$ cat config.mk
export PLATFORM = sky130hd
export DESIGN_NAME = glyph_coverage_blend
export DESIGN_NICKNAME = d
export VERILOG_FILES = /design/src/hw/rtl/gcb_pkg.sv /design/src/hw/rtl/glyph_coverage_blend.sv /design/src/hw/rtl/gcb_blend.sv
export SDC_FILE = /design/constraint.sdc
export NUM_CORES = 2
export LEC_CHECK = 0
export BUFFER_PORTS_ARGS = -buffer_cell sky130_fd_sc_hd__buf_2
export CAP_MARGIN = 20
export CORE_ASPECT_RATIO = 2
export CORE_MARGIN = 5
export CORE_UTILIZATION = 55
export CTS_CLUSTER_DIAMETER = 100
export CTS_CLUSTER_SIZE = 24
export DETAILED_ROUTE_END_ITERATION = 10
export GPL_TIMING_DRIVEN = 1
export HOLD_SLACK_MARGIN = 0.02
export PLACE_DENSITY = 0.69
export SKIP_CTS_REPAIR_TIMING = 1
export SYNTH_ARGS = -nofsm -noshare
export SYNTH_HDL_FRONTEND = slang
export SYNTH_HIERARCHICAL = 1
export SYNTH_SLANG_ARGS = --single-unit
$ cat constraint.sdc
create_clock -name i_clk -period 10.9 [get_ports i_clk]
set_input_delay 2.18 -clock i_clk [delete_from_list [all_inputs] [get_ports i_clk]]
set_output_delay 2.18 -clock i_clk [all_outputs]
set_load 0.05 [all_outputs]
$ cat src/hw/rtl/gcb_pkg.sv
// Package for the glyph coverage blend block: register codes, widths and blend masks.
// Used by gcb_blend and glyph_coverage_blend; depends on nothing.
package gcb_pkg;

    localparam int MAX_DIM = 4096;
    localparam int CNT_W = (MAX_DIM > 1) ? $clog2(MAX_DIM) : 1;
    localparam int DIM_W = 13;
    localparam int CMP_W = (CNT_W + 1 > DIM_W) ? CNT_W + 1 : DIM_W;
    localparam int PITCH_W = 16;
    localparam int PIX_W = 32;
    localparam int COV_W = 8;
    localparam int CFG_IDX_W = 3;

    localparam logic [PIX_W-1:0] RB_MASK = 32'h00FF00FF;
    localparam logic [PIX_W-1:0] G_MASK = 32'h0000FF00;
    localparam logic [PIX_W-1:0] A_MASK = 32'hFF000000;
    localparam logic [COV_W-1:0] COV_MAX = 8'hFF;
    localparam logic [15:0] ROUND_BIAS = 16'd128;

    localparam logic [DIM_W-1:0] DIM_RESET = 13'd1;
    localparam logic [CMP_W-1:0] DIM_LIMIT = CMP_W'(MAX_DIM);

    typedef enum logic [CFG_IDX_W-1:0] {
        REG_FILL_COLOR  = 3'd0,
        REG_ROW_PITCH   = 3'd1,
        REG_RECT_WIDTH  = 3'd2,
        REG_RECT_HEIGHT = 3'd3,
        REG_BLEND_MODE  = 3'd4
    } t_cfg_reg;

    typedef enum logic {
        MODE_PACKED  = 1'b0,
        MODE_ROUNDED = 1'b1
    } t_blend_mode;

    // A size of zero counts as one and a size above the limit as the limit.
    function automatic logic [CMP_W-1:0] clamp_dim(input logic [DIM_W-1:0] v);
        logic [CMP_W-1:0] ext;
        ext = CMP_W'(v);
        if (v == '0) begin
            return CMP_W'(1);
        end else if (ext > DIM_LIMIT) begin
            return DIM_LIMIT;
        end
        return ext;
    endfunction

endpackage

$ cat src/hw/rtl/glyph_coverage_blend.sv
// Top level of the glyph coverage blend: configuration registers, raster counters,
// a two-stage pixel pipeline and assertions. Depends on gcb_pkg and gcb_blend.
// The input register holds an accepted word until the output register can take it;
// they form the two stages. Throughput: one word per cycle unless the output stalls.
// Reset clears valids, raster counters and config registers; width and height go to 1.
module glyph_coverage_blend (
    input  logic                          i_clk,
    input  logic                          i_rst_n,
    input  logic                          i_cfg_valid,
    output logic                          o_cfg_ready,
    input  logic [gcb_pkg::CFG_IDX_W-1:0] i_cfg_index,
    input  logic [31:0]                   i_cfg_data,
    input  logic                          i_in_valid,
    output logic                          o_in_ready,
    input  logic [gcb_pkg::COV_W-1:0]     i_coverage,
    input  logic [gcb_pkg::PIX_W-1:0]     i_old_pixel,
    output logic                          o_out_valid,
    input  logic                          i_out_ready,
    output logic [gcb_pkg::PIX_W-1:0]     o_new_pixel,
    output logic [31:0]                   o_pixel_offset,
    output logic                          o_row_end,
    output logic                          o_rect_end
);

    logic [gcb_pkg::PIX_W-1:0]   r_fill_color;
    logic [gcb_pkg::PITCH_W-1:0] r_row_pitch;
    logic [gcb_pkg::DIM_W-1:0]   r_rect_width, r_rect_height;
    gcb_pkg::t_blend_mode        r_blend_mode;

    logic [gcb_pkg::CNT_W-1:0] r_col, r_row, n_col, n_row;
    logic r_s1_valid, n_s1_valid, r_out_valid, n_out_valid;

    logic [gcb_pkg::COV_W-1:0] r_s1_cov;
    logic [gcb_pkg::PIX_W-1:0] r_s1_old;
    logic [gcb_pkg::CNT_W-1:0] r_s1_col, r_s1_row;
    logic r_s1_rend, r_s1_xend;

    logic [gcb_pkg::PIX_W-1:0] r_out_pixel, blend_pix;
    logic [31:0] r_out_offset, offset;
    logic r_out_rend, r_out_xend;

    logic [gcb_pkg::CMP_W-1:0] dim_w, dim_h, col_next, row_next;
    logic rend, xend, in_fire, s1_move, out_stall;
    logic [gcb_pkg::CNT_W+gcb_pkg::PITCH_W-1:0] row_prod;
    gcb_pkg::t_cfg_reg cfg_reg;

    assign o_cfg_ready = 1'b1;
    assign cfg_reg = gcb_pkg::t_cfg_reg'(i_cfg_index);

    always_ff @(posedge i_clk) begin
        if (!i_rst_n) begin
            r_fill_color <= '0;
            r_row_pitch <= '0;
            r_rect_width <= gcb_pkg::DIM_RESET;
            r_rect_height <= gcb_pkg::DIM_RESET;
            r_blend_mode <= gcb_pkg::MODE_PACKED;
        end else if (i_cfg_valid) begin
            unique case (cfg_reg)
                gcb_pkg::REG_FILL_COLOR:  r_fill_color <= i_cfg_data;
                gcb_pkg::REG_ROW_PITCH:   r_row_pitch <= i_cfg_data[gcb_pkg::PITCH_W-1:0];
                gcb_pkg::REG_RECT_WIDTH:  r_rect_width <= i_cfg_data[gcb_pkg::DIM_W-1:0];
                gcb_pkg::REG_RECT_HEIGHT: r_rect_height <= i_cfg_data[gcb_pkg::DIM_W-1:0];
                gcb_pkg::REG_BLEND_MODE:  r_blend_mode <= gcb_pkg::t_blend_mode'(i_cfg_data[0]);
                default: ;
            endcase
        end
    end

    assign out_stall = r_out_valid && !i_out_ready;
    assign s1_move = r_s1_valid && !out_stall;
    assign o_in_ready = !r_s1_valid || !out_stall;
    assign in_fire = i_in_valid && o_in_ready;

    assign dim_w = gcb_pkg::clamp_dim(r_rect_width);
    assign dim_h = gcb_pkg::clamp_dim(r_rect_height);
    assign col_next = gcb_pkg::CMP_W'(r_col) + gcb_pkg::CMP_W'(1);
    assign row_next = gcb_pkg::CMP_W'(r_row) + gcb_pkg::CMP_W'(1);
    assign rend = col_next >= dim_w;
    assign xend = rend && (row_next >= dim_h);

    always_comb begin
        n_col = r_col;
        n_row = r_row;
        if (in_fire) begin
            if (xend) begin
                n_col = '0;
                n_row = '0;
            end else if (rend) begin
                n_col = '0;
                n_row = r_row + gcb_pkg::CNT_W'(1);
            end else begin
                n_col = r_col + gcb_pkg::CNT_W'(1);
            end
        end
        n_s1_valid = in_fire || (r_s1_valid && !s1_move);
        n_out_valid = s1_move || out_stall;
    end

    always_ff @(posedge i_clk) begin
        if (!i_rst_n) begin
            r_col <= '0;
            r_row <= '0;
            r_s1_valid <= 1'b0;
            r_out_valid <= 1'b0;
        end else begin
            r_col <= n_col;
            r_row <= n_row;
            r_s1_valid <= n_s1_valid;
            r_out_valid <= n_out_valid;
        end
    end

    always_ff @(posedge i_clk) begin
        if (in_fire) begin
            r_s1_cov <= i_coverage;
            r_s1_old <= i_old_pixel;
            r_s1_col <= r_col;
            r_s1_row <= r_row;
            r_s1_rend <= rend;
            r_s1_xend <= xend;
        end
    end

    gcb_blend u_blend (
        .i_fill  (r_fill_color),
        .i_old   (r_s1_old),
        .i_cov   (r_s1_cov),
        .i_mode  (r_blend_mode),
        .o_pixel (blend_pix)
    );

    assign row_prod = r_s1_row * r_row_pitch;
    assign offset = 32'(row_prod) + {30'(r_s1_col), 2'b00};

    always_ff @(posedge i_clk) begin
        if (s1_move) begin
            r_out_pixel <= blend_pix;
            r_out_offset <= offset;
            r_out_rend <= r_s1_rend;
            r_out_xend <= r_s1_xend;
        end
    end

    assign o_out_valid = r_out_valid;
    assign o_new_pixel = r_out_pixel;
    assign o_pixel_offset = r_out_offset;
    assign o_row_end = r_out_rend;
    assign o_rect_end = r_out_xend;

    a_rect_end_is_row_end: assert property (@(posedge i_clk) disable iff (!i_rst_n)
        o_out_valid && o_rect_end |-> o_row_end)
        else $error("rect end without row end");

    a_counters_wrap: assert property (@(posedge i_clk) disable iff (!i_rst_n)
        in_fire && xend |=> (r_col == '0) && (r_row == '0))
        else $error("raster counters did not return to zero at rectangle end");

    a_stage_held: assert property (@(posedge i_clk) disable iff (!i_rst_n)
        r_s1_valid && out_stall |=> r_s1_valid && r_out_valid)
        else $error("pipeline word dropped during output stall");

    a_ready_low_full: assert property (@(posedge i_clk) disable iff (!i_rst_n)
        !o_in_ready |-> r_s1_valid && r_out_valid)
        else $error("input stalled while a stage is free");

endmodule

$ cat src/hw/rtl/gcb_blend.sv
// Blend datapath: packed red/blue and green blend, or rounded four-channel blend.
// Uses constants and types from gcb_pkg.
module gcb_blend (
    input  logic [gcb_pkg::PIX_W-1:0] i_fill,
    input  logic [gcb_pkg::PIX_W-1:0] i_old,
    input  logic [gcb_pkg::COV_W-1:0] i_cov,
    input  gcb_pkg::t_blend_mode      i_mode,
    output logic [gcb_pkg::PIX_W-1:0] o_pixel
);

    logic [gcb_pkg::PIX_W-1:0] rb_d, g_d, rb_diff, g_diff, rb_sum, g_sum;
    logic [gcb_pkg::PIX_W+gcb_pkg::COV_W-1:0] rb_prod, g_prod;
    logic [gcb_pkg::PIX_W-1:0] packed_pix, rounded_pix;
    logic [gcb_pkg::COV_W-1:0] inv_cov;

    assign rb_d = i_old & gcb_pkg::RB_MASK;
    assign g_d = i_old & gcb_pkg::G_MASK;
    assign rb_diff = (i_fill & gcb_pkg::RB_MASK) - rb_d;
    assign g_diff = (i_fill & gcb_pkg::G_MASK) - g_d;
    assign rb_prod = rb_diff * i_cov;
    assign g_prod = g_diff * i_cov;
    assign rb_sum = rb_d + {8'b0, rb_prod[31:8]};
    assign g_sum = g_d + {8'b0, g_prod[31:8]};
    assign packed_pix = (i_fill & gcb_pkg::A_MASK) | (rb_sum & gcb_pkg::RB_MASK)
                      | (g_sum & gcb_pkg::G_MASK);

    assign inv_cov = gcb_pkg::COV_MAX - i_cov;

    always_comb begin
        logic [7:0]  c, e;
        logic [15:0] v;
        logic [24:0] w;
        rounded_pix = '0;
        for (int lane = 0; lane < 4; lane++) begin
            c = i_fill[lane*8 +: 8];
            e = i_old[lane*8 +: 8];
            v = (c * i_cov) + (e * inv_cov) + gcb_pkg::ROUND_BIAS;
            w = {1'b0, v, 8'b0} + {9'b0, v};
            rounded_pix[lane*8 +: 8] = w[24] ? 8'hFF : w[23:16];
        end
    end

    always_comb begin
        case (i_mode)
            gcb_pkg::MODE_ROUNDED: o_pixel = rounded_pix;
            default:               o_pixel = packed_pix;
        endcase
    end

endmodule

==> run_results.csv <==
group,metric,value,unit
floorplanning,core,81100,um^2
setup_path,crit_type,"flip-flop to flip-flop",
global_route,grt_antenna_before_repair,0,
setup_path,crit_required,11.19,ns
clocking,cts_sinks,230,
floorplanning,start_util,0.552,
final_layout,fillers,7380,
pwr,power_density,256,nW/um^2
logic_synthesis,async_reset_ff_frac,0,
logic_synthesis,yosys_register_bits,230,
setup_path,crit_path_end_kind,"flip-flop",
setup_path,cp_max_fo,8,
setup_path,r2r-end,"o_new_pixel[23]$_DFFE_PP_",
logic_synthesis,yosys.area_share.simple,0.175,
logic_synthesis,synth_area,44800,um^2
clocking,clkTransAtPathRegs,0.11,ns
logic_synthesis,yosys_warnings,6,
route,detail_route.wl_per_cell,19.5,um
sta,fin_crit_sh,0.874,
final_layout,final_nets,6273,
global_route,grt_pass1_vias,36600,
logic_synthesis,synth.avg_cell_area,9.06,um^2
setup_path,start_kind,"flip-flop",
logic_synthesis,synthAdderAreaFrac,0.474,
route,drtIter0Drc,1515,
sta,tightest_slew,1.10,ns
logic_synthesis,synth_area_leader_cell,"fa_1",
logic_synthesis,syn_inst,4945,
setup_path,crit_slowest_cell,"nor3_1",
logic_synthesis,synth-main-ff-cell,"edfxtp_1",
route,vias_per_cell,5.58,
route,postRouteAntennaNets,0,
clocking,cts_tree,"done",
sta,setup_tns,0,ns
clocking,clockBufferDepth,3,
logic_synthesis,synthTopCellsByCount,"inv_1 (960), fa_1 (751), nand2_1 (607)",
global_route,grt-ovfl-total,0,
global_route,track_usage,0.272,
route,dr.pass1.iters,5,
route,route.detailed.drc,0,
route,postRouteWirelength,117000,um
global_route,grt_pass1_wl,188000,um
placement,dp_hpwl,95600,um
placement,gp_congestion,0.914,
logic_synthesis,ys_seq_area_frac,0.132,
logic_synthesis,yosys.area_share.xor_xnor,0.0363,
logic_synthesis,synth_most_common_cell,"inv_1",
logic_synthesis,synth_mux_area_frac,0.00302,
sta,final-setup-viol-count,0,
setup_path,r2r-start,"r_s1_old[1]$_DFFE_PP_",
min_path,hp-class,"flip-flop to flip-flop",
pwr,power.total,12000,uW
logic_synthesis,synth_cell_types,93,
setup_path,rr_worst_depth,35,
pwr,peakVddDrop,0.318,mV
setup_path,max_stage_delay,0.65,ns
final_layout,drive_above_1_share,0.0505,
final_layout,syn2layout_area_growth,4.52,%
logic_synthesis,synth_top_family_by_area,"adder cells",
clocking,clk_latency,0.58,ns
setup_path,rrSetupSlack,1.38,ns
sta,clock.fmax,0.105,GHz
setup_path,cp-endpoint,"o_new_pixel[23]$_DFFE_PP_",
logic_synthesis,synth_edf_count,129,
setup_path,startpoint,"r_s1_old[1]$_DFFE_PP_",
sta,rsz0062_at_grt,"no",
logic_synthesis,synth_compound_area_frac,0.0829,
floorplanning,die_y,414,um
clocking,h-tree-depth,1,
sta,drv_slew,0,
global_route,grt_max_degree,98,
clocking,root_buffer,"clkbuf_16",
logic_synthesis,synth.area.top_cells,"fa_1 (34%), ha_1 (14%), edfxtp_1 (8.6%), inv_1 (8.0%), nand2_1 (5.1%)",
sta,slew_headroom,0.257,
floorplanning,rows,148,
placement,port-buffer-count,144,
run,cap_violations,0,
run_status,outcome,"complete, no violations",
floorplanning,io_pins,149,
setup_path,worst_ep_arrival_time,9.81,ns
sta,fin_skew,0.0574,ns
pwr,cellLeakagePower,0.0231,uW
clocking,cts_buffers,15,
route,num_vias,33500,
sta,hold_viol,0,
logic_synthesis,synth_top_area_frac,0.336,
floorplanning,die_area,87600,um^2
floorplanning,die_w,212,um
sta,fin_crit,9.52,ns
[final cells by class]
type,instances,area [um^2],area share
antenna,2,5.00,0.000107
clock buffer,17,383,0.00818
clock inverter,8,82.6,0.00176
inverter,962,3610,0.0772
multi-input combinational,3565,34600,0.738
sequential,230,5900,0.126
tap,1050,1310,0.0281
timing repair buffer,173,976,0.0208
[critical path: cells and delay by family, from the launching register on]
family                     cells  cell delay (ns)
DFF                            1             0.53
adders and majority gates      8             3.49
AOI/OAI and AO/OA             13             2.59
buffers and inverters          5             0.43
xor gates and xnor gates       2             0.28
and+or+nand+nor                7             1.90
[cells by family (layout without fill, tap and decap cells)]
logic type / after synthesis / after routing
buffers and inverters: 1155 / 1160
AO/OA/AOI/OAI: 541 / 541
flip-flops: 230 / 230
adder cells (fa/ha/maj): 1246 / 1246
XOR/XNOR: 184 / 184
multiplexers: 13 / 13
AND/OR/NAND/NOR: 1573 / 1573
other: 3 / 10
[metrics by stage]
| stage | std cells | setup slack [ns] | cell area (um^2) | util | hold slack (ns) |
|---|---|---|---|---|---|
| 2_1_floorplan | 4950 | 2.81 | 44800 | - | 0.400 |
| 3_3_place_gp | 5979 | 1.56 | 46400 | 0.572 | 0.413 |
| 3_5_place_dp | 5979 | 1.44 | 46400 | 0.572 | 0.409 |
| 4_1_cts | 6004 | 1.41 | 46800 | 0.577 | 0.435 |
| 5_1_grt | 6005 | 0.590 | 46800 | 0.577 | 0.454 |
| 6_report | 6007 | 1.38 | 46800 | 0.577 | 0.432 |
[how the worst min path moves through the flow]
stage	from	end	depth (start not counted)
6_report	r_s1_xend$_DFFE_PP_	o_rect_end$_DFFE_PP_	0
5_1_grt	r_s1_xend$_DFFE_PP_	o_rect_end$_DFFE_PP_	0
3_5_place_dp	r_s1_xend$_DFFE_PP_	o_rect_end$_DFFE_PP_	0
2_1_floorplan	r_s1_xend$_DFFE_PP_	o_rect_end$_DFFE_PP_	0
3_3_place_gp	r_s1_xend$_DFFE_PP_	o_rect_end$_DFFE_PP_	0
4_1_cts	r_s1_xend$_DFFE_PP_	o_rect_end$_DFFE_PP_	0
[power by group]
part | leakage, uW | total, uW | switching, uW | internal (uW)
sequential | 0.00207 | 1310 | 91.3 | 1220
combinational | 0.0208 | 10100 | 5900 | 4150
clock | 0.000228 | 637 | 368 | 268
[layer usage]
metal  GRT usage  vias to the layer above  share of wire
li1            -                    15300              -
met4       0.163                        0          0.075
met1       0.268                    16900           0.33
met2       0.542                      886           0.56
met3      0.0199                      431          0.032
met5           0                        -              0
[flip-flops by register name (all words and copies together), names as in the netlist]
name and flops:
o_out_valid 1, o_row_end 1, o_rect_end 1, r_s1_col 12, r_blend_mode 1, r_s1_xend 1
o_pixel_offset 29, r_rect_height 13, r_s1_old 32, r_fill_color 32, o_new_pixel 32, r_s1_valid 1
r_row 12, r_s1_cov 8, r_row_pitch 16, r_rect_width 13, r_s1_rend 1, r_s1_row 12
r_col 12
[layout by cell type (no fill, tap or decap), types with 16 or more instances in the layout]
cell,count
nor2b_1,103
and2_1,351
o21ai_0,71
xnor2_1,130
a21o_1,55
xor2_1,53
nor3_1,33
o21a_1,19
inv_1,960
buf_2,144
a21oi_1,126
a31oi_1,26
nand2b_1,112
dfxtp_1,100
ha_1,495
buf_4,26
nand2_1,607
a21boi_0,92
fa_1,751
nand3_1,40
edfxtp_1,129
o21bai_1,16
nor2_1,221
o22ai_1,18
(Power assumes the default switching activity.)
